[config.mk]
export PLATFORM = sky130hd
export DESIGN_NAME = psc_corr
export DESIGN_NICKNAME = d
export VERILOG_FILES = /design/src/psc_pkg.sv /design/src/psc_corr.sv
export SDC_FILE = /design/constraint.sdc
export NUM_CORES = 2
export LEC_CHECK = 0
export ABC_AREA = 1
export BUFFER_PORTS_ARGS = -buffer_cell sky130_fd_sc_hd__buf_2
export CELL_PAD_IN_SITES_DETAIL_PLACEMENT = 1
export CELL_PAD_IN_SITES_GLOBAL_PLACEMENT = 1
export CORE_MARGIN = 2
export CORE_UTILIZATION = 51
export DETAILED_ROUTE_END_ITERATION = 8
export GPL_TIMING_DRIVEN = 0
export HOLD_SLACK_MARGIN = 0.08
export MAX_ROUTING_LAYER = met4
export PLACE_DENSITY = 0.79
export SYNTH_ARGS = -nofsm -noshare
export SYNTH_HDL_FRONTEND = slang
export SYNTH_SLANG_ARGS = --single-unit
[constraint.sdc]
create_clock -name clk_i -period 22.6 [get_ports clk_i]
set_input_delay 4.52 -clock clk_i [delete_from_list [all_inputs] [get_ports clk_i]]
set_output_delay 4.52 -clock clk_i [all_outputs]
set_load 0.005 [all_outputs]
[src/psc_pkg.sv]
package psc_pkg;

  // Field and port widths
  localparam int CFG_IDX_W   = 3;
  localparam int COEFF_W     = 16;
  localparam int RAW_W       = 24;
  localparam int IN_TDATA_W  = 48;
  localparam int TOUT_W      = 15;
  localparam int POUT_W      = 18;
  localparam int OUT_TDATA_W = 40;

  // Internal datapath widths
  localparam int DT_W      = 25;  // D2 - C5*256
  localparam int PT_W      = 42;  // dT times a coefficient
  localparam int DT2_W     = 50;  // dT squared
  localparam int TEMP_W    = 20;  // temperature before saturation
  localparam int T2_W      = 18;  // second-order temperature term
  localparam int WIDE_W    = 42;  // OFF, SENS and their corrections
  localparam int SQ_W      = 40;  // squared temperature deltas
  localparam int SENS_LO_W = 20;  // low split of SENS for the pressure product
  localparam int SENS_HI_W = WIDE_W - SENS_LO_W;
  localparam int PP_LO_W   = RAW_W + SENS_LO_W;
  localparam int PP_HI_W   = RAW_W + 1 + SENS_HI_W;
  localparam int PROD_W    = 66;
  localparam int SCALED_W  = 45;
  localparam int DIFF_W    = 46;
  localparam int PSHIFT_W  = 31;

  // Scaling shifts
  localparam int TREF_SHIFT    = 8;
  localparam int TEMP_SHIFT    = 23;
  localparam int OFF_SHIFT     = 17;
  localparam int OFF_TC_SHIFT  = 6;
  localparam int SENS_SHIFT    = 16;
  localparam int SENS_TC_SHIFT = 7;
  localparam int T2_SHIFT      = 31;
  localparam int OFF2_SHIFT    = 4;
  localparam int PROD_SHIFT    = 21;
  localparam int PRESS_SHIFT   = 15;

  // Pipeline depth of each section
  localparam int FRONT_STAGES = 3;
  localparam int CORR_STAGES  = 4;
  localparam int PRESS_STAGES = 3;

  // Temperature thresholds and second-order gains
  localparam logic signed [TEMP_W-1:0] TEMP_REF     = 20'sd2000;
  localparam logic signed [TEMP_W-1:0] TEMP_COLD    = -20'sd1500;
  localparam logic signed [TEMP_W-1:0] TEMP_OUT_MIN = -20'sd4000;
  localparam logic signed [TEMP_W-1:0] TEMP_OUT_MAX = 20'sd8500;
  localparam logic [POUT_W-1:0]        PRESS_OUT_MAX = '1;

  localparam logic [WIDE_W-1:0] OFF2_GAIN       = 42'd61;
  localparam logic [WIDE_W-1:0] OFF2_COLD_GAIN  = 42'd20;
  localparam logic [WIDE_W-1:0] SENS2_COLD_GAIN = 42'd12;

  // Calibration register indexes
  typedef enum logic [CFG_IDX_W-1:0] {
    REG_SENS      = 3'd0,
    REG_OFFSET    = 3'd1,
    REG_SENS_TC   = 3'd2,
    REG_OFFSET_TC = 3'd3,
    REG_TREF      = 3'd4,
    REG_TEMP_TC   = 3'd5
  } cfg_reg_e;

  typedef struct packed {
    logic [COEFF_W-1:0] c1;
    logic [COEFF_W-1:0] c2;
    logic [COEFF_W-1:0] c3;
    logic [COEFF_W-1:0] c4;
    logic [COEFF_W-1:0] c5;
    logic [COEFF_W-1:0] c6;
  } calib_t;

  // First-order results
  typedef struct packed {
    logic [RAW_W-1:0]         d1;
    logic signed [TEMP_W-1:0] temp;
    logic [T2_W-1:0]          t2;
    logic signed [WIDE_W-1:0] off;
    logic signed [WIDE_W-1:0] sens;
  } front_t;

  // Second-order compensated values
  typedef struct packed {
    logic [RAW_W-1:0]         d1;
    logic signed [TEMP_W-1:0] temp;
    logic signed [WIDE_W-1:0] off;
    logic signed [WIDE_W-1:0] sens;
  } comp_t;

endpackage

[src/psc_corr.sv]
module psc_corr (
  input  logic            clk_i,
  input  logic            rst_ni,
  input  logic            in_valid_i,
  output logic            in_ready_o,
  input  psc_pkg::front_t in_i,
  output logic            out_valid_o,
  input  logic            out_ready_i,
  output psc_pkg::comp_t  out_o
);
  import psc_pkg::*;

  logic [CORR_STAGES-1:0] vld_q;
  logic [CORR_STAGES:0]   rdy;

  always_comb begin
    rdy[CORR_STAGES] = out_ready_i;
    for (int k = CORR_STAGES - 1; k >= 0; k--) begin
      rdy[k] = !vld_q[k] || rdy[k+1];
    end
  end

  always_ff @(posedge clk_i or negedge rst_ni) begin
    if (!rst_ni) begin
      vld_q <= '0;
    end else begin
      if (rdy[0]) vld_q[0] <= in_valid_i;
      for (int k = 1; k < CORR_STAGES; k++) begin
        if (rdy[k]) vld_q[k] <= vld_q[k-1];
      end
    end
  end

  assign in_ready_o  = rdy[0];
  assign out_valid_o = vld_q[CORR_STAGES-1];

  // Stage 1: deltas from the two thresholds
  front_t                   s1_q, s2_q, s3_q;
  logic signed [TEMP_W-1:0] a_q, b_q;
  logic                     cold_q, frigid_q;

  always_ff @(posedge clk_i) begin
    if (rdy[0]) begin
      s1_q     <= in_i;
      a_q      <= $signed(in_i.temp) - TEMP_REF;
      b_q      <= $signed(in_i.temp) - TEMP_COLD;
      cold_q   <= $signed(in_i.temp) < TEMP_REF;
      frigid_q <= $signed(in_i.temp) < TEMP_COLD;
    end
  end

  // Stage 2: squares
  logic signed [SQ_W-1:0] sq_d, sq2_d;
  logic [SQ_W-1:0]        sq_q, sq2_q;
  logic                   cold2_q, frigid2_q;

  assign sq_d  = a_q * a_q;
  assign sq2_d = b_q * b_q;

  always_ff @(posedge clk_i) begin
    if (rdy[1]) begin
      s2_q      <= s1_q;
      sq_q      <= sq_d;
      sq2_q     <= sq2_d;
      cold2_q   <= cold_q;
      frigid2_q <= frigid_q;
    end
  end

  // Stage 3: OFF2, SENS2, T2 (zero above the reference temperature)
  logic [WIDE_W-1:0] off2_base, sens2_base, off2_cold, sens2_cold;
  logic [WIDE_W-1:0] off2_d, sens2_d, off2_q, sens2_q;
  logic [T2_W-1:0]   t2_d;
  front_t            s3_d;

  assign off2_base  = (WIDE_W'(sq_q) * OFF2_GAIN) >> OFF2_SHIFT;
  assign sens2_base = WIDE_W'(sq_q) << 1;
  assign off2_cold  = WIDE_W'(sq2_q) * OFF2_COLD_GAIN;
  assign sens2_cold = WIDE_W'(sq2_q) * SENS2_COLD_GAIN;

  always_comb begin
    off2_d  = '0;
    sens2_d = '0;
    t2_d    = '0;
    if (cold2_q) begin
      t2_d    = s2_q.t2;
      off2_d  = frigid2_q ? off2_base + off2_cold : off2_base;
      sens2_d = frigid2_q ? sens2_base + sens2_cold : sens2_base;
    end
    s3_d    = s2_q;
    s3_d.t2 = t2_d;
  end

  always_ff @(posedge clk_i) begin
    if (rdy[2]) begin
      s3_q    <= s3_d;
      off2_q  <= off2_d;
      sens2_q <= sens2_d;
    end
  end

  // Stage 4: apply corrections
  comp_t out_q;

  always_ff @(posedge clk_i) begin
    if (rdy[3]) begin
      out_q.d1   <= s3_q.d1;
      out_q.temp <= $signed(s3_q.temp) - $signed(TEMP_W'(s3_q.t2));
      out_q.off  <= $signed(s3_q.off) - $signed(off2_q);
      out_q.sens <= $signed(s3_q.sens) - $signed(sens2_q);
    end
  end

  assign out_o = out_q;

endmodule

## Yosys cells after proc, flatten, opt, wreduce, memory -nomap -nowiden

Index checks and enable logic that the tools add are counted.

| storage, ports and cells | value |
|---|---|
| bits in registers | 778 |
| input bits | 150 |
| output and inout bits | 130 |
| word-level logic and storage cells | 60 |

| cells by class | value |
|---|---|
| add/sub/neg operators | 7 |
| $mul | 5 |
| magnitude comparators | 2 |
| mux-type cells | 2 |
| reduce and logical (&&, ||, !) cells | 9 |

Operators with widths:

| cell | number |
|---|---|
| 42-bit subtractor | 2 |
| 20-bit by 20-bit multiplier with 40-bit output | 2 |
| 38-bit by 42-bit adder with 42-bit output | 1 |
| 41-bit by 42-bit adder with 42-bit output | 1 |
| 40-bit by 6-bit multiplier with 42-bit output (second input constant) | 1 |
| 41-bit 2-to-1 mux | 1 |
| 20-bit by 12-bit less-than comparator with 1-bit output (second input constant) | 2 |
| 40-bit by 2-bit multiplier with 40-bit output (second input constant) | 1 |
| 40-bit by 3-bit multiplier with 40-bit output (second input constant) | 1 |
| 20-bit by 12-bit subtractor with 20-bit output (second input constant) | 2 |
| 38-bit 2-to-1 mux | 1 |
| 20-bit by 19-bit subtractor with 20-bit output | 1 |
| 1-bit zero test | 4 |
| 1-bit logical OR | 4 |
| 2-bit AND reduction | 1 |

## Logic depth before layout (Yosys ltp)

| depth | value |
|---|---|
| depth in word-level cells | 5 |
| mapped depth | 35 |
| gate-level depth less buffers | 35 |

## Worst setup path before layout

OpenSTA, ideal clock, no wires.

| path | value |
|---|---|
| kind | in2out |
| start | input out_ready_i |
| end | output in_ready_o |
| arrival time | 16014 ps |
| data required time | 18080 ps |
| path slack | 2066 ps |
| cell stages on the path | 6 |
| buffers on the path | 0 |
| cells stage by stage | nor2_1 -> inv_1 -> nor2_1 -> inv_1 -> nor2_1 -> nand2_1 |

| between the ends | value |
|---|---|
| longest elaborated chain between the ends | 4 |

Ends and longest elaborated chain:

| what | line | source |
|---|---|---|
| start: declaration | psc_corr.sv:8 | `input logic out_ready_i,` |
| 1-bit logical OR | psc_corr.sv:19 | `rdy[k] = !vld_q[k] \|\| rdy[k+1];` |
| named net rdy[3] | psc_corr.sv:14 | `logic [CORR_STAGES:0] rdy;` |
| 1-bit logical OR | psc_corr.sv:19 |  |
| named net rdy[2] | psc_corr.sv:14 |  |
| 1-bit logical OR (2 in a row) | psc_corr.sv:19 |  |
| end: declaration | psc_corr.sv:5 | `output logic in_ready_o,` |

The timed path passes the listed nets, and every way through them passes these cells.

## Worst setup path in the final report

Ends and elaborated chain as after synthesis.

==> run metrics <==
status=completed; CORE AREA=141000 um2; DR vias/cell=5.46; port bufs=279; Yosys cell types=60; Syn Inst Count=7597; Rows=138; total grt overflow=0; Post-Place Cells=9774; Total Routing Usage GR=32.8%; CTS max path bufs=3; Layout fillers=16068; Slew @ Worst Pin=1.25 ns; post-layout minimum cycle time=12.09 ns; DR pass1 iterations=6; I/O Pins=280; final period utilization=53.5%; EDFF count, synth=762; Clk pin slew, worst setup/hold paths=0.07 ns; Synth Flop Type=edfxtp_1; Fmax=0.0827 GHz; WHS=0.369 ns; max_slew headroom=16.9%; FF+latch area=23000 um2; Die X-Extent=381 um; Setup crit start kind=primary input; final-stage net count=9582; htree depth=3; yosys warns=0; Final ANT Viol Nets=0; Initial Util=51.3%; FF-to-FF Start=a_q[6]; Seq/Total Area, Yosys=31.7%; clock sink total=766; Die Ht=381 um; worst-skew pair later-pin latency=0.74 ns; hold buffer count at CTS=0; CTS root buf=clkbuf_16; area grow syn2layout=9.51%; hpwl dp=186000 um; postcts setup bufs=0; most frequent cells in the layout=inv_1 (1916), nand2_1 (1225), fa_1 (874); MaxCap Viol Count=0; number of CTS-inserted buffers=84; Multi-input gate area=41900 um2; WL/cell=22.9 um; Final setup viols=0; kind of end point of the critical path=output pin; fraction of layout cells with a size suffix above 1=6.67%; hold_sp=s1_q[72]; DRC Markers=0; RSZ-0062 raised after global routing=no; most common cell after layout, fill and taps aside=inv_1; Hold Crit Class=reg -> reg; CTS-repair resized insts=0; final hold viol count=0; vias in the first global route=61266; via count=54275; Critical Path RT=18.08 ns; DR iter-0 viols=3342; first-pass GRT wire length=353000 um; largest net degree at the start of global routing=121; setup slack, reg-to-reg=13.93 ns; Worst Path Max Fanout=112; TritonCTS clock tree=yes; Critical Path Source=out_ready_i; fin cells=9933; max-slew violations=0; Die ar.=145000 um2; initial antenna violation count=4; Yosys reg bits=766; Crit Path Class=in -> out; Mapped Area=72500 um2; Setup Skew=0.0681 ns; routability cong.=1.02; Worst Path Arrival=7.57 ns; Post-Syn Area per Cell=9.54 um2; ys async rst share=0.522%; DRT Wirelength=227000 um
[synth_stat cells, types with 6 or more instances]
cell type | n | area, um2
inv_1 | 1919 | 7200
nand2_1 | 1226 | 4600
fa_1 | 874 | 17500
edfxtp_1 | 762 | 22900
ha_1 | 587 | 7340
a21oi_1 | 481 | 2410
nor2_1 | 415 | 1560
o21ai_0 | 220 | 1100
xor2_1 | 217 | 1900
xnor2_1 | 164 | 1440
nand3_1 | 127 | 636
clkbuf_1 | 95 | 357
a31oi_1 | 62 | 388
nor3_1 | 36 | 180
o21bai_1 | 34 | 255
nand4_1 | 31 | 194
o21a_1 | 31 | 233
o21ai_1 | 30 | 150
nand2_2 | 29 | 181
o211ai_1 | 25 | 188
o221ai_1 | 19 | 166
a21o_1 | 18 | 135
nor4_1 | 17 | 106
a21boi_0 | 13 | 97.6
inv_2 | 13 | 48.8
nand3_2 | 12 | 120
nor2_2 | 12 | 75.1
or2_2 | 12 | 75.1
a221oi_1 | 10 | 87.6
buf_1 | 9 | 33.8
a21oi_2 | 8 | 70.1
nand2_4 | 7 | 78.8
o31ai_1 | 7 | 52.6
a211oi_1 | 6 | 45.0
and3_1 | 6 | 37.5
or2_1 | 6 | 37.5
[per-layer routing]
layer  part of all wire [%]  track usage, %  vias up
met5                      0               -        -
met4                    5.9            16.8        0
met3                    4.7            3.23      605
met2                     50            56.1     1709
met1                     40            38.5    27400
li1                       -               -    24561
[critical path, stage by stage]
cell and delay, ns:
buf_2 0.11, nor2_1 0.28, inv_6 0.26, nor2_1 0.37
inv_8 0.13, buf_16 0.30, nor2_1 0.54, nand2_4 0.35
buf_16 0.32, buf_2 0.23
[path summary, 6_finish.rpt]
check	to	cells after the start
hold reg to reg	s2_q[72]	0
max in group asynchronous	vld_q[2]	1
setup reg to reg	sq_q[37]	25
setup / recovery	in_ready_o	10
hold / removal	s2_q[72]	0
min in group asynchronous	vld_q[1]	1
[final cells by class]
type                            instances  area share [%]
Antenna cell                            3         0.00946
Buffer                                107           0.520
Clock buffer                           93            2.69
Clock inverter                         62           0.949
Inverter                             1934            9.17
Multi-Input combinational cell       4791            52.7
Sequential cell                       766            28.9
Tap cell                             1890            2.98
Timing Repair Buffer                  287            2.01
[metrics by stage]
stage	TNS [ns]	instance area (um2)	util, %	setup slack [ns]
2_1_floorplan	0	72500	-	2.07
3_3_place_gp	-20.62	76300	53.9	-4.41
3_5_place_dp	0	76500	54.1	10.58
4_1_cts	0	79400	56.1	10.50
5_1_grt	0	79400	56.1	10.37
6_report	0	79400	56.1	10.51
[registers in the layout (all words and copies together), names as in the netlist]
name       cells
a_q           16
b_q           18
cold2_q        1
cold_q         1
frigid2_q      1
frigid_q       1
off2_q        42
out_o        128
s1_q         146
s2_q         146
s3_q         146
sens2_q       41
sq2_q         37
sq_q          38
vld_q          4
[cells by family (layout without fill, tap and decap cells)]
| kind of cell | after synthesis | in the layout | share of synthesized area, % |
|---|---|---|---|
| buf+inv | 2041 | 2483 | 10.6 |
| simple gates | 1948 | 1948 | 11.0 |
| fa+ha+maj | 1461 | 1461 | 34.3 |
| compound gates | 997 | 997 | 7.80 |
| flops | 766 | 766 | 31.7 |
| xor+xnor | 382 | 382 | 4.63 |
| other cells | 2 | 6 | 0.0104 |
Power is not shown: default switching activity piles up to over one toggle a cycle in this logic, so the estimate is an artifact.
