### src/psc_pkg.sv
package psc_pkg;

  // Field and port widths
  localparam int CFG_IDX_W   = 3;
  localparam int COEFF_W     = 16;
  localparam int RAW_W       = 24;
  localparam int IN_TDATA_W  = 48;
  localparam int TOUT_W      = 15;
  localparam int POUT_W      = 18;
  localparam int OUT_TDATA_W = 40;

  // Internal datapath widths
  localparam int DT_W      = 25;  // D2 - C5*256
  localparam int PT_W      = 42;  // dT times a coefficient
  localparam int DT2_W     = 50;  // dT squared
  localparam int TEMP_W    = 20;  // temperature before saturation
  localparam int T2_W      = 18;  // second-order temperature term
  localparam int WIDE_W    = 42;  // OFF, SENS and their corrections
  localparam int SQ_W      = 40;  // squared temperature deltas
  localparam int SENS_LO_W = 20;  // low split of SENS for the pressure product
  localparam int SENS_HI_W = WIDE_W - SENS_LO_W;
  localparam int PP_LO_W   = RAW_W + SENS_LO_W;
  localparam int PP_HI_W   = RAW_W + 1 + SENS_HI_W;
  localparam int PROD_W    = 66;
  localparam int SCALED_W  = 45;
  localparam int DIFF_W    = 46;
  localparam int PSHIFT_W  = 31;

  // Scaling shifts
  localparam int TREF_SHIFT    = 8;
  localparam int TEMP_SHIFT    = 23;
  localparam int OFF_SHIFT     = 17;
  localparam int OFF_TC_SHIFT  = 6;
  localparam int SENS_SHIFT    = 16;
  localparam int SENS_TC_SHIFT = 7;
  localparam int T2_SHIFT      = 31;
  localparam int OFF2_SHIFT    = 4;
  localparam int PROD_SHIFT    = 21;
  localparam int PRESS_SHIFT   = 15;

  // Pipeline depth of each section
  localparam int FRONT_STAGES = 3;
  localparam int CORR_STAGES  = 4;
  localparam int PRESS_STAGES = 3;

  // Temperature thresholds and second-order gains
  localparam logic signed [TEMP_W-1:0] TEMP_REF     = 20'sd2000;
  localparam logic signed [TEMP_W-1:0] TEMP_COLD    = -20'sd1500;
  localparam logic signed [TEMP_W-1:0] TEMP_OUT_MIN = -20'sd4000;
  localparam logic signed [TEMP_W-1:0] TEMP_OUT_MAX = 20'sd8500;
  localparam logic [POUT_W-1:0]        PRESS_OUT_MAX = '1;

  localparam logic [WIDE_W-1:0] OFF2_GAIN       = 42'd61;
  localparam logic [WIDE_W-1:0] OFF2_COLD_GAIN  = 42'd20;
  localparam logic [WIDE_W-1:0] SENS2_COLD_GAIN = 42'd12;

  // Calibration register indexes
  typedef enum logic [CFG_IDX_W-1:0] {
    REG_SENS      = 3'd0,
    REG_OFFSET    = 3'd1,
    REG_SENS_TC   = 3'd2,
    REG_OFFSET_TC = 3'd3,
    REG_TREF      = 3'd4,
    REG_TEMP_TC   = 3'd5
  } cfg_reg_e;

  typedef struct packed {
    logic [COEFF_W-1:0] c1;
    logic [COEFF_W-1:0] c2;
    logic [COEFF_W-1:0] c3;
    logic [COEFF_W-1:0] c4;
    logic [COEFF_W-1:0] c5;
    logic [COEFF_W-1:0] c6;
  } calib_t;

  // First-order results
  typedef struct packed {
    logic [RAW_W-1:0]         d1;
    logic signed [TEMP_W-1:0] temp;
    logic [T2_W-1:0]          t2;
    logic signed [WIDE_W-1:0] off;
    logic signed [WIDE_W-1:0] sens;
  } front_t;

  // Second-order compensated values
  typedef struct packed {
    logic [RAW_W-1:0]         d1;
    logic signed [TEMP_W-1:0] temp;
    logic signed [WIDE_W-1:0] off;
    logic signed [WIDE_W-1:0] sens;
  } comp_t;

endpackage

### src/psc_press.sv
module psc_press (
  input  logic                       clk_i,
  input  logic                       rst_ni,
  input  logic                       in_valid_i,
  output logic                       in_ready_o,
  input  psc_pkg::comp_t             in_i,
  output logic                       out_valid_o,
  input  logic                       out_ready_i,
  output logic [psc_pkg::TOUT_W-1:0] temp_o,
  output logic [psc_pkg::POUT_W-1:0] press_o
);
  import psc_pkg::*;

  logic [PRESS_STAGES-1:0] vld_q;
  logic [PRESS_STAGES:0]   rdy;

  always_comb begin
    rdy[PRESS_STAGES] = out_ready_i;
    for (int k = PRESS_STAGES - 1; k >= 0; k--) begin
      rdy[k] = !vld_q[k] || rdy[k+1];
    end
  end

  always_ff @(posedge clk_i or negedge rst_ni) begin
    if (!rst_ni) begin
      vld_q <= '0;
    end else begin
      if (rdy[0]) vld_q[0] <= in_valid_i;
      for (int k = 1; k < PRESS_STAGES; k++) begin
        if (rdy[k]) vld_q[k] <= vld_q[k-1];
      end
    end
  end

  assign in_ready_o  = rdy[0];
  assign out_valid_o = vld_q[PRESS_STAGES-1];

  // Stage 1: D1*SENS as two partial products
  logic [SENS_LO_W-1:0]        sens_lo;
  logic signed [SENS_HI_W-1:0] sens_hi;
  logic [PP_LO_W-1:0]          pp_lo_d, pp_lo_q;
  logic signed [PP_HI_W-1:0]   pp_hi_d, pp_hi_q;
  logic signed [WIDE_W-1:0]    s1_off_q, s2_off_q;
  logic signed [TEMP_W-1:0]    s1_temp_q, s2_temp_q;

  assign sens_lo = in_i.sens[SENS_LO_W-1:0];
  assign sens_hi = in_i.sens[WIDE_W-1:SENS_LO_W];
  assign pp_lo_d = PP_LO_W'(in_i.d1) * PP_LO_W'(sens_lo);
  assign pp_hi_d = $signed({1'b0, in_i.d1}) * sens_hi;

  always_ff @(posedge clk_i) begin
    if (rdy[0]) begin
      pp_lo_q   <= pp_lo_d;
      pp_hi_q   <= pp_hi_d;
      s1_off_q  <= in_i.off;
      s1_temp_q <= in_i.temp;
    end
  end

  // Stage 2: combine partial products, floor shift by 2^21
  logic signed [PROD_W-1:0]   prod_w;
  logic signed [SCALED_W-1:0] scaled_q;

  assign prod_w = (PROD_W'(pp_hi_q) <<< SENS_LO_W) + $signed(PROD_W'(pp_lo_q));

  always_ff @(posedge clk_i) begin
    if (rdy[1]) begin
      scaled_q  <= prod_w[PROD_SHIFT +: SCALED_W];
      s2_off_q  <= s1_off_q;
      s2_temp_q <= s1_temp_q;
    end
  end

  // Stage 3: subtract OFF, floor shift by 2^15, saturate both outputs
  logic signed [DIFF_W-1:0]   diff_w;
  logic signed [PSHIFT_W-1:0] p_w;
  logic [POUT_W-1:0]          press_d, press_q;
  logic [TOUT_W-1:0]          temp_d, temp_q;

  assign diff_w = DIFF_W'(scaled_q) - DIFF_W'(s2_off_q);
  assign p_w    = diff_w[DIFF_W-1:PRESS_SHIFT];

  always_comb begin
    if (p_w < 0) begin
      press_d = '0;
    end else if (p_w > $signed({{(PSHIFT_W-POUT_W){1'b0}}, PRESS_OUT_MAX})) begin
      press_d = PRESS_OUT_MAX;
    end else begin
      press_d = p_w[POUT_W-1:0];
    end
    if (s2_temp_q < TEMP_OUT_MIN) begin
      temp_d = TEMP_OUT_MIN[TOUT_W-1:0];
    end else if (s2_temp_q > TEMP_OUT_MAX) begin
      temp_d = TEMP_OUT_MAX[TOUT_W-1:0];
    end else begin
      temp_d = s2_temp_q[TOUT_W-1:0];
    end
  end

  always_ff @(posedge clk_i) begin
    if (rdy[2]) begin
      press_q <= press_d;
      temp_q  <= temp_d;
    end
  end

  assign temp_o  = temp_q;
  assign press_o = press_q;

endmodule
### config.mk
export PLATFORM = sky130hd
export DESIGN_NAME = psc_press
export DESIGN_NICKNAME = d
export VERILOG_FILES = /design/src/psc_pkg.sv /design/src/psc_press.sv
export SDC_FILE = /design/constraint.sdc
export NUM_CORES = 2
export LEC_CHECK = 0
export ABC_AREA = 0
export BUFFER_PORTS_ARGS = -buffer_cell sky130_fd_sc_hd__buf_2
export CELL_PAD_IN_SITES_DETAIL_PLACEMENT = 1
export CELL_PAD_IN_SITES_GLOBAL_PLACEMENT = 2
export CORE_MARGIN = 2
export CORE_UTILIZATION = 40
export DETAILED_ROUTE_END_ITERATION = 12
export PLACE_DENSITY_LB_ADDON = 0.1
export RECOVER_POWER = 50
export SYNTH_ARGS = -nofsm -noshare
export SYNTH_HDL_FRONTEND = slang
export SYNTH_SLANG_ARGS = --single-unit
### constraint.sdc
create_clock -name clk_i -period 13.9 [get_ports clk_i]
set_clock_uncertainty 0.05 [all_clocks]
set_input_delay 2.085 -clock clk_i [delete_from_list [all_inputs] [get_ports clk_i]]
set_output_delay 2.085 -clock clk_i [all_outputs]
set_load 0.03 [all_outputs]
# Word level (Yosys, flattened, before mapping)
# Index checks and enable logic that the tools add are counted.
[totals]
register_bits = 295
inputBits = 132
output_inout_bits = 35
word_cells = 30
[classes]
add_sub_neg = 2
multipliers = 2
order_cmp = 4
muxes = 2
n_reduce_logical = 7
[op_table]
columns = ["operator", "count"]
rows = [
  ["66-bit by 45-bit adder with 66-bit output", 1],
  ["25-bit by 22-bit multiplier with 46-bit output", 1],
  ["45-bit by 42-bit subtractor with 46-bit output", 1],
  ["24-bit by 20-bit multiplier with 44-bit output", 1],
  ["31-bit by 19-bit greater-than comparator with 1-bit output, second input constant", 1],
  ["31-bit by 1-bit less-than comparator with 1-bit output, second input constant", 1],
  ["20-bit by 15-bit greater-than comparator with 1-bit output, second input constant", 1],
  ["20-bit by 13-bit less-than comparator with 1-bit output, second input constant", 1],
  ["18-bit 2-to-1 mux", 1],
  ["15-bit 2-to-1 mux", 1],
  ["1-bit zero test", 3],
  ["1-bit logical OR", 3],
  ["2-bit OR reduction", 1],
]

# Longest topological paths before layout
[depth]
word_depth = 4
depth_mapped = 27

# Worst setup path before layout
# Ideal clock, no wire load.
[synth_timing]
path_type = "input to register"
from = "in in_i[21] (netlist name)"
to = "reg pp_hi_q[39] (data pin)"
setup_ps = 262
arrival_time_ps = 8578
required_time_ps = 13588
slack_ps = 5010
path_stages = 22
n_path_buf = 1
cell_sequence = "clkbuf_1 -> nand2_1 -> fa_1 -> fa_1 -> fa_1 -> fa_1 -> inv_1 -> fa_1 -> fa_1 -> inv_1 -> fa_1 -> inv_1 -> ha_1 -> and4_1 -> a221o_1 -> a31o_2 -> o311a_1 -> o311a_1 -> or4_1 -> a31oi_1 -> o21bai_1 -> xor2_1"
[synth_via]
elab_chain_len = 1
[synth_rtl]
columns = ["element", "line_no", "text"]
rows = [
  ["start: declaration", "psc_press.sv:6", "input psc_pkg::comp_t in_i,"],
  ["25-bit by 22-bit multiplier with 46-bit output", "psc_press.sv:49", "assign pp_hi_d = $signed({1'b0, in_i.d1}) * sens_hi;"],
  ["net pp_hi_d[39]", "psc_press.sv:42", "logic signed [PP_HI_W-1:0] pp_hi_d, pp_hi_q;"],
  ["end signal: assignment", "psc_press.sv:54", "pp_hi_q <= pp_hi_d;"],
  ["end: declaration", "psc_press.sv:42", ""],
]
# The timed path passes the listed nets, and every way through them passes these cells.
# A chain may end at the register's enable or synchronous reset.

# Worst setup path after layout
[layout_timing]
from = "in in_i[104] (netlist name)"
to = "reg pp_hi_q[44] (data pin)"
# Same word-level chain as after synthesis.

==> summary.txt <==
Global route
  • First-pass GRT wire length: slightly above 200,000 µm
  • Global route total overflow: 0
  • Initial antenna violation count: 14
  • Vias in the first global route: 35,500
  • Largest net degree at the start of global routing: approximately 110
  • GRT Total Usage: 22.6%

Setup path
  • Slowest stage delay, CP: between 1 and 1.5 ns
  • Crit. End Element: flip-flop
  • Worst path bufs/invs: 6
  • Levels on crit path: 25
  • Crit-path slowest cell: clkbuf_1
  • R2R cell count: 3
  • Crit path DAT: 10.27 ns
  • Critical path fanouts, max: 31
  • Startpoint Class: input pin
  • WS Path Type: in -> reg
  • Crit path max-delay family: adder cells
  • Reg2reg setup slack: between 7 and 8 ns
  • Most common cell on crit path: fa_1
  • Req. time, crit path: 14.19 ns

Routing
  • Starting DRC count in detailed routing: 1,426
  • Total Wirelength: about 130,000 µm
  • DR WL/cell: 20.8 µm
  • Post-route ant nets: 0
  • Router iterations before antenna repair: 5
  • Via/cell ratio: 5.10
  • Total vias in the final route: 31,700
  • DRC viols: 0

Yosys
  • Cell taking the most area after synthesis: fa_1
  • Post-synthesis instance area: 0.0455 mm²
  • Sequential cell area fraction in the yosys report: 18.1%
  • Syn Area/Cell: 9.74 µm²
  • Synth Register Bits: between 200 and 300
  • Ys flop type: edfxtp_1
  • Largest cells by area after synthesis: fa_1 36%, edfxtp_1 18%, ha_1 11%
  • Yosys warnings: 0
  • Syn Nets: 6,042
  • Number of synthesized flops with an enable pin: 272
  • Post-synth cell types: 87
  • Mapped Cells: between 4,000 and 5,000
  • Post-synth top area share: between 30% and 40%
  • Asr flop ratio synth: between 1 and 1.5%

Die
  • # IOs: 167
  • CORE AREA: 0.113 mm²
  • Die area: 0.117 mm²
  • Die height: ~340 µm
  • Horiz. Die Dim: 341 µm
  • Initial Util: 40.4%
  • Core Rows: 123

Timing
  • Final setup fails: 0
  • Final Hold Fails: 0
  • Period Utilization, post-route: a little under three quarters
  • Slew headroom: -292%
  • Hold Slack: 0.369 ns
  • Peak Freq: 100 MHz
  • Crit path time final: around 10 ns
  • Final TNS setup: 0 ns
  • Unrepaired setup endpoints after global routing: no
  • Worst slew pin tran: about 5.9 ns
  • Max-slew violations: 227

Clock tree
  • Post-cts sizing count: 0
  • Setup Buffers After CTS: 0
  • H-tree Lvls: 1
  • CTS tree: done
  • CTS root buf: clkbuf_16
  • CTS Hold Buffers Added: 0
  • Clk buf depth: 3
  • Worst-path clk slew: roughly 0.060 ns
  • Clock Sinks: 275
  • Skew-Pair Late Insertion Delay: 0.59 ns
  • CTS buffer count: 31

Layout
  • Area Growth Syn to Fin: 6.68%
  • Final Util: 43.1%
  • Fraction of layout cells with a size suffix above 1: ~6%
  • Nets: between 6,000 and 7,000
  • Final Cell Area: 0.0486 mm²

Placed design
  • Routability cong.: around 0.84
  • DP HPWL: between 100,000 and 150,000 µm
  • IO Port Bufs: 166
  • DP Area: 0.0476 mm²

Run status
  • Failing checks: capacitance limit, slew limit
  • Status: complete, but fails checks

Min path
  • Hold Path Class: reg -> reg
  • Worst Hold Depth: 0

Job
  • Number of max-cap violations: 4
-- cells in the final DEF (no fill, tap or decap), drive strengths merged, types with 41 or more instances in the layout --
master / Yosys / layout
inv: 1003 / 1006
fa: 830 / 830
nand2: 640 / 640
and2: 448 / 448
ha: 404 / 404
edfxtp: 272 / 272
buf: 8 / 187
a21oi: 137 / 137
nor2: 88 / 88
xnor2: 76 / 76
o21ai: 61 / 61
a21o: 50 / 50
clkbuf: 204 / 44
nand3: 42 / 42
xor2: 41 / 41
-- stage by stage --
stage	std cells	setup slack, ns
floorplan	4676	5.01
global placement	6161	3.68
detailed placement	6162	3.89
CTS	6217	4.53
global route	6217	3.50
finish	6223	3.92
-- cell usage after synthesis, drive strengths merged (11+ instances only) --
library cell,instances
inv,1003
fa,830
nand2,640
and2,448
ha,404
edfxtp,272
clkbuf,204
a21oi,137
nor2,88
xnor2,76
o21ai,61
a21o,50
nand3,42
xor2,41
nand4,37
nand2b,36
nor2b,26
o21a,23
o21bai,21
a211oi,20
nor3,18
and3,16
o211ai,16
a31oi,14
a211o,11
-- metal layers --
| layer | vias to the layer above | GRT usage, % | wire (µm) |
|---|---|---|---|
| met4 | 8 | 2.95 | 1330 |
| met3 | 86 | 1.27 | 4490 |
| met2 | 513 | 38.6 | 61600 |
| li1 | 14400 | - | - |
| met5 | - | 0 | 53 |
| met1 | 16700 | 32.7 | 62100 |
-- final timing paths --
check / start / end
min in group asynchronous: rst_ni / vld_q[2]
max in group asynchronous: rst_ni / vld_q[0]
max: in_i[104] / pp_hi_q[44]
max reg2reg: vld_q[2] / s1_temp_q[18]
min reg2reg: s1_off_q[8] / s2_off_q[8]
min: s1_off_q[8] / s2_off_q[8]
-- worst reg2reg max path, stage by stage (launching register included) --
cell	delay, ns
dfrtp_1	0.41
nand4b_1	0.14
clkbuf_1	0.57
clkbuf_1	4.15
-- flip-flops by register name, summed over array words and instances (netlist names), 15 cells and up --
signal and flops:
temp_o 15, scaled_q 45, pp_hi_q 46, s2_off_q 42, s1_temp_q 20, s1_off_q 42
pp_lo_q 24, s2_temp_q 20, press_o 18
-- layout make-up --
cell class | count | area, µm²
Antenna cell | 6 | 15.0
Clock buffer | 32 | 779
Clock inverter | 23 | 199
Fill cell | 12800 | 64100
Inverter | 1003 | 3760
Multi-Input combinational cell | 3185 | 32700
Sequential cell | 275 | 8240
Tap cell | 1500 | 1880
Timing Repair Buffer | 199 | 1050
-- logic make-up (layout without fill, tap and decap cells) --
logic type	Yosys count	in the layout	synth area share, %
DFF	275	275	18.1
xor gates and xnor gates	117	117	2.27
buffers and inverters	1216	1257	10.2
adders and majority gates	1234	1234	47.6
AOI/OAI and AO/OA	422	422	6.29
and+or+nand+nor	1410	1410	15.5
muxes	2	2	0.0495
other	0	6	0
Power is left out: the tool's default activity adds up to more than one toggle a clock period on the data nets, which glitch-free logic cannot reach.
