`src/psc_pkg.sv`:
```
package psc_pkg;

  // Field and port widths
  localparam int CFG_IDX_W   = 3;
  localparam int COEFF_W     = 16;
  localparam int RAW_W       = 24;
  localparam int IN_TDATA_W  = 48;
  localparam int TOUT_W      = 15;
  localparam int POUT_W      = 18;
  localparam int OUT_TDATA_W = 40;

  // Internal datapath widths
  localparam int DT_W      = 25;  // D2 - C5*256
  localparam int PT_W      = 42;  // dT times a coefficient
  localparam int DT2_W     = 50;  // dT squared
  localparam int TEMP_W    = 20;  // temperature before saturation
  localparam int T2_W      = 18;  // second-order temperature term
  localparam int WIDE_W    = 42;  // OFF, SENS and their corrections
  localparam int SQ_W      = 40;  // squared temperature deltas
  localparam int SENS_LO_W = 20;  // low split of SENS for the pressure product
  localparam int SENS_HI_W = WIDE_W - SENS_LO_W;
  localparam int PP_LO_W   = RAW_W + SENS_LO_W;
  localparam int PP_HI_W   = RAW_W + 1 + SENS_HI_W;
  localparam int PROD_W    = 66;
  localparam int SCALED_W  = 45;
  localparam int DIFF_W    = 46;
  localparam int PSHIFT_W  = 31;

  // Scaling shifts
  localparam int TREF_SHIFT    = 8;
  localparam int TEMP_SHIFT    = 23;
  localparam int OFF_SHIFT     = 17;
  localparam int OFF_TC_SHIFT  = 6;
  localparam int SENS_SHIFT    = 16;
  localparam int SENS_TC_SHIFT = 7;
  localparam int T2_SHIFT      = 31;
  localparam int OFF2_SHIFT    = 4;
  localparam int PROD_SHIFT    = 21;
  localparam int PRESS_SHIFT   = 15;

  // Pipeline depth of each section
  localparam int FRONT_STAGES = 3;
  localparam int CORR_STAGES  = 4;
  localparam int PRESS_STAGES = 3;

  // Temperature thresholds and second-order gains
  localparam logic signed [TEMP_W-1:0] TEMP_REF     = 20'sd2000;
  localparam logic signed [TEMP_W-1:0] TEMP_COLD    = -20'sd1500;
  localparam logic signed [TEMP_W-1:0] TEMP_OUT_MIN = -20'sd4000;
  localparam logic signed [TEMP_W-1:0] TEMP_OUT_MAX = 20'sd8500;
  localparam logic [POUT_W-1:0]        PRESS_OUT_MAX = '1;

  localparam logic [WIDE_W-1:0] OFF2_GAIN       = 42'd61;
  localparam logic [WIDE_W-1:0] OFF2_COLD_GAIN  = 42'd20;
  localparam logic [WIDE_W-1:0] SENS2_COLD_GAIN = 42'd12;

  // Calibration register indexes
  typedef enum logic [CFG_IDX_W-1:0] {
    REG_SENS      = 3'd0,
    REG_OFFSET    = 3'd1,
    REG_SENS_TC   = 3'd2,
    REG_OFFSET_TC = 3'd3,
    REG_TREF      = 3'd4,
    REG_TEMP_TC   = 3'd5
  } cfg_reg_e;

  typedef struct packed {
    logic [COEFF_W-1:0] c1;
    logic [COEFF_W-1:0] c2;
    logic [COEFF_W-1:0] c3;
    logic [COEFF_W-1:0] c4;
    logic [COEFF_W-1:0] c5;
    logic [COEFF_W-1:0] c6;
  } calib_t;

  // First-order results
  typedef struct packed {
    logic [RAW_W-1:0]         d1;
    logic signed [TEMP_W-1:0] temp;
    logic [T2_W-1:0]          t2;
    logic signed [WIDE_W-1:0] off;
    logic signed [WIDE_W-1:0] sens;
  } front_t;

  // Second-order compensated values
  typedef struct packed {
    logic [RAW_W-1:0]         d1;
    logic signed [TEMP_W-1:0] temp;
    logic signed [WIDE_W-1:0] off;
    logic signed [WIDE_W-1:0] sens;
  } comp_t;

endpackage

```
`src/psc_front.sv`:
```
module psc_front (
  input  logic                  clk_i,
  input  logic                  rst_ni,
  input  psc_pkg::calib_t       calib_i,
  input  logic                  in_valid_i,
  output logic                  in_ready_o,
  input  logic [psc_pkg::RAW_W-1:0] d1_i,
  input  logic [psc_pkg::RAW_W-1:0] d2_i,
  output logic                  out_valid_o,
  input  logic                  out_ready_i,
  output psc_pkg::front_t       out_o
);
  import psc_pkg::*;

  logic [FRONT_STAGES-1:0] vld_q;
  logic [FRONT_STAGES:0]   rdy;

  // Per-stage ready: a stage loads when empty or when it drains
  always_comb begin
    rdy[FRONT_STAGES] = out_ready_i;
    for (int k = FRONT_STAGES - 1; k >= 0; k--) begin
      rdy[k] = !vld_q[k] || rdy[k+1];
    end
  end

  always_ff @(posedge clk_i or negedge rst_ni) begin
    if (!rst_ni) begin
      vld_q <= '0;
    end else begin
      if (rdy[0]) vld_q[0] <= in_valid_i;
      for (int k = 1; k < FRONT_STAGES; k++) begin
        if (rdy[k]) vld_q[k] <= vld_q[k-1];
      end
    end
  end

  assign in_ready_o  = rdy[0];
  assign out_valid_o = vld_q[FRONT_STAGES-1];

  // Stage 1: dT
  logic signed [DT_W-1:0] dt_d, s1_dt_q;
  logic [RAW_W-1:0]       s1_d1_q;

  assign dt_d = $signed({1'b0, d2_i}) - $signed({1'b0, calib_i.c5, {TREF_SHIFT{1'b0}}});

  always_ff @(posedge clk_i) begin
    if (rdy[0]) begin
      s1_dt_q <= dt_d;
      s1_d1_q <= d1_i;
    end
  end

  // Stage 2: coefficient products and dT squared
  logic signed [PT_W-1:0]  p_temp_d, p_off_d, p_sens_d;
  logic signed [PT_W-1:0]  p_temp_q, p_off_q, p_sens_q;
  logic signed [DT2_W-1:0] p_dt2_d, p_dt2_q;
  logic [RAW_W-1:0]        s2_d1_q;

  assign p_temp_d = s1_dt_q * $signed({1'b0, calib_i.c6});
  assign p_off_d  = s1_dt_q * $signed({1'b0, calib_i.c4});
  assign p_sens_d = s1_dt_q * $signed({1'b0, calib_i.c3});
  assign p_dt2_d  = s1_dt_q * s1_dt_q;

  always_ff @(posedge clk_i) begin
    if (rdy[1]) begin
      p_temp_q <= p_temp_d;
      p_off_q  <= p_off_d;
      p_sens_q <= p_sens_d;
      p_dt2_q  <= p_dt2_d;
      s2_d1_q  <= s1_d1_q;
    end
  end

  // Stage 3: first-order TEMP, OFF, SENS and T2 (floor shifts)
  logic signed [PT_W-1:0]   temp_w, off_w, sens_w;
  front_t                   out_d, out_q;

  assign temp_w = (p_temp_q >>> TEMP_SHIFT) + PT_W'(TEMP_REF);
  assign off_w  = (p_off_q >>> OFF_TC_SHIFT)
                + $signed(PT_W'({calib_i.c2, {OFF_SHIFT{1'b0}}}));
  assign sens_w = (p_sens_q >>> SENS_TC_SHIFT)
                + $signed(PT_W'({calib_i.c1, {SENS_SHIFT{1'b0}}}));

  always_comb begin
    out_d.d1   = s2_d1_q;
    out_d.temp = temp_w[TEMP_W-1:0];
    out_d.t2   = p_dt2_q[T2_SHIFT +: T2_W];
    out_d.off  = off_w[WIDE_W-1:0];
    out_d.sens = sens_w[WIDE_W-1:0];
  end

  always_ff @(posedge clk_i) begin
    if (rdy[2]) out_q <= out_d;
  end

  assign out_o = out_q;

endmodule

```
`config.mk`:
```
export PLATFORM = sky130hd
export DESIGN_NAME = psc_front
export DESIGN_NICKNAME = d
export VERILOG_FILES = /design/src/psc_pkg.sv /design/src/psc_front.sv
export SDC_FILE = /design/constraint.sdc
export NUM_CORES = 2
export LEC_CHECK = 0
export BUFFER_PORTS_ARGS = -buffer_cell sky130_fd_sc_hd__buf_2
export CORE_ASPECT_RATIO = 1.5
export CORE_MARGIN = 8
export CORE_UTILIZATION = 45
export DETAILED_ROUTE_END_ITERATION = 16
export GPL_TIMING_DRIVEN = 0
export SYNTH_ARGS = -nofsm -noshare
export SYNTH_HDL_FRONTEND = slang
export SYNTH_SLANG_ARGS = --single-unit
```
`constraint.sdc`:
```
create_clock -name clk_i -period 6.8 [get_ports clk_i]
set_input_delay 1.36 -clock clk_i [delete_from_list [all_inputs] [get_ports clk_i]]
set_output_delay 1.36 -clock clk_i [all_outputs]
set_load 0.01 [all_outputs]
```
Yosys cells after proc, flatten, opt, wreduce, memory -nomap -nowiden
Cells that the tools add are included.
{"block": "op_classes", "n_addsub": 4, "n_mul": 4, "reduce_logical": 6}
{"cell": "25-bit by 17-bit multiplier with 42-bit output", "count": 3}
{"cell": "25-bit by 25-bit multiplier with 49-bit output", "count": 1}
{"cell": "36-bit by 34-bit adder with 37-bit output", "count": 1}
{"cell": "35-bit by 33-bit adder with 36-bit output", "count": 1}
{"cell": "24-bit by 24-bit subtractor with 25-bit output", "count": 1}
{"cell": "19-bit by 12-bit adder with 20-bit output (second input constant)", "count": 1}
{"cell": "1-bit zero test", "count": 3}
{"cell": "1-bit logical OR", "count": 3}
{"block": "totals", "reg_bits": 397, "inputBits": 148, "output_inout_bits": 148, "wordCells": 29}

Logic depth before layout (Yosys ltp)
{"block": "logic_depth", "ltp_word": 4, "depth_mapped": 29, "mapped_depth_nobuf": 27}

Least setup slack after synthesis
Ideal clock, no wire load.
{"block": "synth_path", "path_kind": "in2reg", "from": "input port calib_i[5] (netlist name)", "to": "register p_temp_q[41] (data pin)", "setup_ps": 260, "arrival_time_ps": 7103, "required_ps": 6540, "setup_slack_ps": -562, "path_stages": 22, "path_buffers": 2, "cell_sequence": "clkbuf_1 clkbuf_1 nand2_1 fa_1 inv_1 fa_1 inv_1 fa_1 fa_1 fa_1 inv_1 fa_1 ha_1 or4_1 a221oi_2 a211oi_1 o311ai_1 a21oi_1 o31ai_2 o21bai_1 a21oi_1 xnor2_1"}
{"block": "synth_between", "elab_chain_len": 1}
{"item": "from (decl)", "line_no": "psc_front.sv:4", "text": "input psc_pkg::calib_t calib_i,"}
{"item": "25-bit by 17-bit multiplier with 42-bit output", "line_no": "psc_front.sv:59", "text": "assign p_temp_d = s1_dt_q * $signed({1'b0, calib_i.c6});"}
{"item": "named net p_temp_d[41]", "line_no": "psc_front.sv:54", "text": "logic signed [PT_W-1:0] p_temp_d, p_off_d, p_sens_d;"}
{"item": "to (signal assigned)", "line_no": "psc_front.sv:66", "text": "p_temp_q <= p_temp_d;"}
{"item": "to (decl)", "line_no": "psc_front.sv:55", "text": "logic signed [PT_W-1:0] p_temp_q, p_off_q, p_sens_q;"}
The timed path passes the listed nets, and every way through them passes these cells.
A chain may end at the register's enable or synchronous reset.

Worst setup path after layout
{"block": "layout_path", "from": "register s1_dt_q[12]", "to": "register p_dt2_q[42] (data pin)"}
{"block": "layout_between", "elab_chain_len": 1}
{"item": "from (decl)", "line_no": "psc_front.sv:41", "text": "logic signed [DT_W-1:0] dt_d, s1_dt_q;"}
{"item": "from (signal assigned)", "line_no": "psc_front.sv:48", "text": "s1_dt_q <= dt_d;"}
{"item": "25-bit by 25-bit multiplier with 49-bit output", "line_no": "psc_front.sv:62", "text": "assign p_dt2_d = s1_dt_q * s1_dt_q;"}
{"item": "named net p_dt2_d[42]", "line_no": "psc_front.sv:56", "text": "logic signed [DT2_W-1:0] p_dt2_d, p_dt2_q;"}
{"item": "to (signal assigned)", "line_no": "psc_front.sv:69", "text": "p_dt2_q <= p_dt2_d;"}
{"item": "to (decl)", "line_no": "psc_front.sv:56"}
The timed path passes the listed nets, and every way through them passes these cells.

==> flow_metrics.py <==
metrics = {
    "timing": {
        "rsz0062_at_grt": "true",
        "clock.fmax_mhz": 131,
        "finalHoldViolations": 0,
        "fin_crit_sh_pct": 112,
        "timing.setup.tns_ns": -20.57,
        "drv_slew": 0,
        "skew_ns": 0.0572,
        "setup_viol": 56,
        "min_period_ns": 7.62,
        "relSlewSlack_pct": 22.4,
        "worst_slack_ns": -0.823,
        "worstMarginPinSlew_ns": 1.16,
    },
    "global_route": {
        "grt_pass1_wl_um": 378000,
        "antenna_found_initial": 42,
        "grt_pass1_vias": 59931,
        "overflow": 0,
        "grt_max_degree": 57,
        "track_usage_pct": 29.8,
    },
    "critical_path": {
        "required_ns": 7.16,
        "crit_top_cell": "fa_1",
        "end_kind": "flip-flop",
        "critPathMaxStageDelay_ns": 0.56,
        "critPathKind": "reg2reg",
        "critPathSlowestCell": "fa_1",
        "worstPathArrival_ns": 7.98,
        "cp-start-kind": "flip-flop",
        "crit_fanout": 7,
    },
    "clocking": {
        "root_buffer": "clkbuf_16",
        "hold_buffers": 0,
        "cts_max_level": 2,
        "numCtsBuffers": 35,
        "cts_sinks": 319,
        "clk_pin_slew_ns": 0.06,
        "cts_buffer_depth": 3,
        "cts_tree": "yes",
        "clock_latency_ns": 0.65,
    },
    "logic_synthesis": {
        "synth_xor_area_share_pct": 2.35,
        "syn_area_um2": 73000,
        "ys_types": 69,
        "yosys_warnings": 0,
        "syn-num-nets": 9733,
        "async_reset_ff_share_pct": 0.940,
        "synthMuxAreaShare_pct": 0.0274,
        "syn_inst": 7316,
        "synthFlopType": "edfxtp_1",
        "synth_top_area_cell": "fa_1",
        "synth_top_family_by_area": "adder cells",
        "synth_edf_count": 316,
        "synth_seq_cells": 319,
        "synth_fa_ha_area_share_pct": 57.1,
        "synth-compound-area-share_pct": 3.20,
        "yosysTopAreaCellShare_pct": 48.5,
        "syn_area_per_cell_um2": 9.97,
        "yosys.area_share.simple_pct": 12.2,
        "ys_seq_area_share_pct": 13.1,
        "synth_area_leaders": "fa_1 (48%), edfxtp_1 (13%), inv_1 (10%), ha_1 (8.6%), and2_1 (5.2%)",
    },
    "routing": {
        "viasPerCell": 5.31,
        "drc": 0,
        "wl_per_cell_um": 25.7,
        "ant_nets": 0,
        "routed_wirelength_um": 258000,
        "first_pass_iters": 6,
        "drt_iter0_drc": 3508,
        "route.vias.total": 53327,
    },
    "job": {
        "drv_cap": 0,
    },
    "floorplan": {
        "rows": 181,
        "core_area_um2": 162000,
        "die_w_um": 345,
        "initial_core_util_pct": 45.1,
        "die_height_um": 509,
        "dieArea_um2": 176000,
        "top_level_ports": 296,
    },
    "place": {
        "dpl_cell_area_um2": 78300,
        "pre_cts_slack_ns": -3.39,
        "dp_hpwl_um": 210000,
        "gp_congestion": 1.03,
        "io_buffers": 289,
        "placed_cells": 9725,
    },
    "finish": {
        "multi_input_area_um2": 56500,
        "final_cell_area_um2": 86000,
        "area_delta_synth_final_pct": 17.9,
        "seqCellArea_um2": 9560,
        "final_cells": 10047,
        "nets": 10302,
        "drive_gt1_share_pct": 15.9,
        "num-fill-cells": 14507,
    },
    "run_status": {
        "outcome": "complete, but fails checks",
        "violations": "negative setup slack",
    },
    "min_path": {
        "holdCritPathClass": "reg2reg",
    },
}
## sequential cells by signal, summed over array words and instances, names as in the netlist
signal    flops
p_off_q      36
vld_q         3
s1_d1_q      24
s2_d1_q      24
p_dt2_q      18
p_temp_q     19
p_sens_q     35
out_o       135
s1_dt_q      25
## placed cells by master (no fill, tap or decap), drive strengths merged, types with 36 or more instances in the layout
cell | Yosys | final
nor2b | 40 | 40
nand2 | 937 | 937
nor2 | 119 | 119
and2 | 612 | 612
edfxtp | 316 | 316
fa | 1767 | 1767
xor2 | 56 | 56
xnor2 | 140 | 140
a21o | 36 | 36
buf | 14 | 623
o21ai | 61 | 61
clkbuf | 300 | 262
ha | 502 | 502
inv | 2007 | 2003
a21oi | 115 | 115
## Yosys cell counts (6+ instances only)
cell type and instances:
a211o_1 6, a211oi_1 20, a21boi_0 9, a21o_1 36, a21oi_1 113, a31oi_1 8, and2_1 612, and3_1 19
buf_4 11, clkbuf_1 300, edfxtp_1 316, fa_1 1767, ha_1 502, inv_1 2007, nand2_1 937, nand2b_1 24
nand3_1 18, nand4_1 19, nor2_1 119, nor2b_1 40, nor3_1 30, o211ai_1 11, o21a_1 34, o21ai_0 55
o21bai_1 9, o31ai_1 7, or2_2 9, or3_1 12, xnor2_1 140, xor2_1 56
## cell type report
class	instances	share of cell area, %
diodes	31	0.0902
plain buffers	309	5.17
clock buffers	39	1.06
clock inverters	25	0.362
inverters	2007	8.80
multi-input cells	4676	65.7
flip-flops and latches	319	11.1
well taps	2104	3.06
repair buffers	537	4.62
## final timing paths
kind	startpoint	end	slack, ns	cells after the start
setup / recovery	s1_dt_q[12]	p_dt2_q[42]	-0.82	28
hold / removal	p_off_q[11]	out_o[47]	0.41	0
setup reg to reg	s1_dt_q[12]	p_dt2_q[42]	-0.82	28
hold reg to reg	p_off_q[11]	out_o[47]	0.41	0
max in group asynchronous	rst_ni	vld_q[1]	6.16	1
min in group asynchronous	rst_ni	vld_q[2]	0.54	1
## worst max-delay path: cells and delay by family (launching register included)
kind / cells / cell delay [ns]
flip-flops: 1 / 0.50
AO/OA/AOI/OAI: 4 / 0.88
adder cells (fa/ha/maj): 8 / 3.92
AND/OR/NAND/NOR: 6 / 0.92
multiplexers: 1 / 0.12
buffers and inverters: 9 / 0.98
## timing repair
item | CTS | global route
cloned | 1 | 2
buffers inserted | 131 | 107
pin swaps | 109 | 198
resized for setup | 774 | 413
endpoints found under the setup margin | 98 | 77
## kinds of logic after synthesis
group,after synthesis
compound gates,355
xor+xnor,196
fa+ha+maj,2269
buf+inv,2321
flops,319
mux,2
simple gates,1854
## per-stage QoR
step           util [%]  hold slack, ns
6_report           53.2           0.410
5_1_grt            53.2           0.417
4_1_cts            51.9           0.409
3_5_place_dp       48.4           0.405
3_3_place_gp       48.3           0.400
2_1_floorplan         -           0.400
## metal layers
metal,vias to the layer above,routed length (µm),global-route usage (%)
met1,27452,84400,31.5
met4,22,27400,24.0
li1,22385,-,-
met2,2439,125000,50.7
met3,1029,21100,6.94
met5,-,142,0
Power is left out: the tool's default activity adds up to more than one toggle a clock period on the data nets, which glitch-free logic cannot reach.
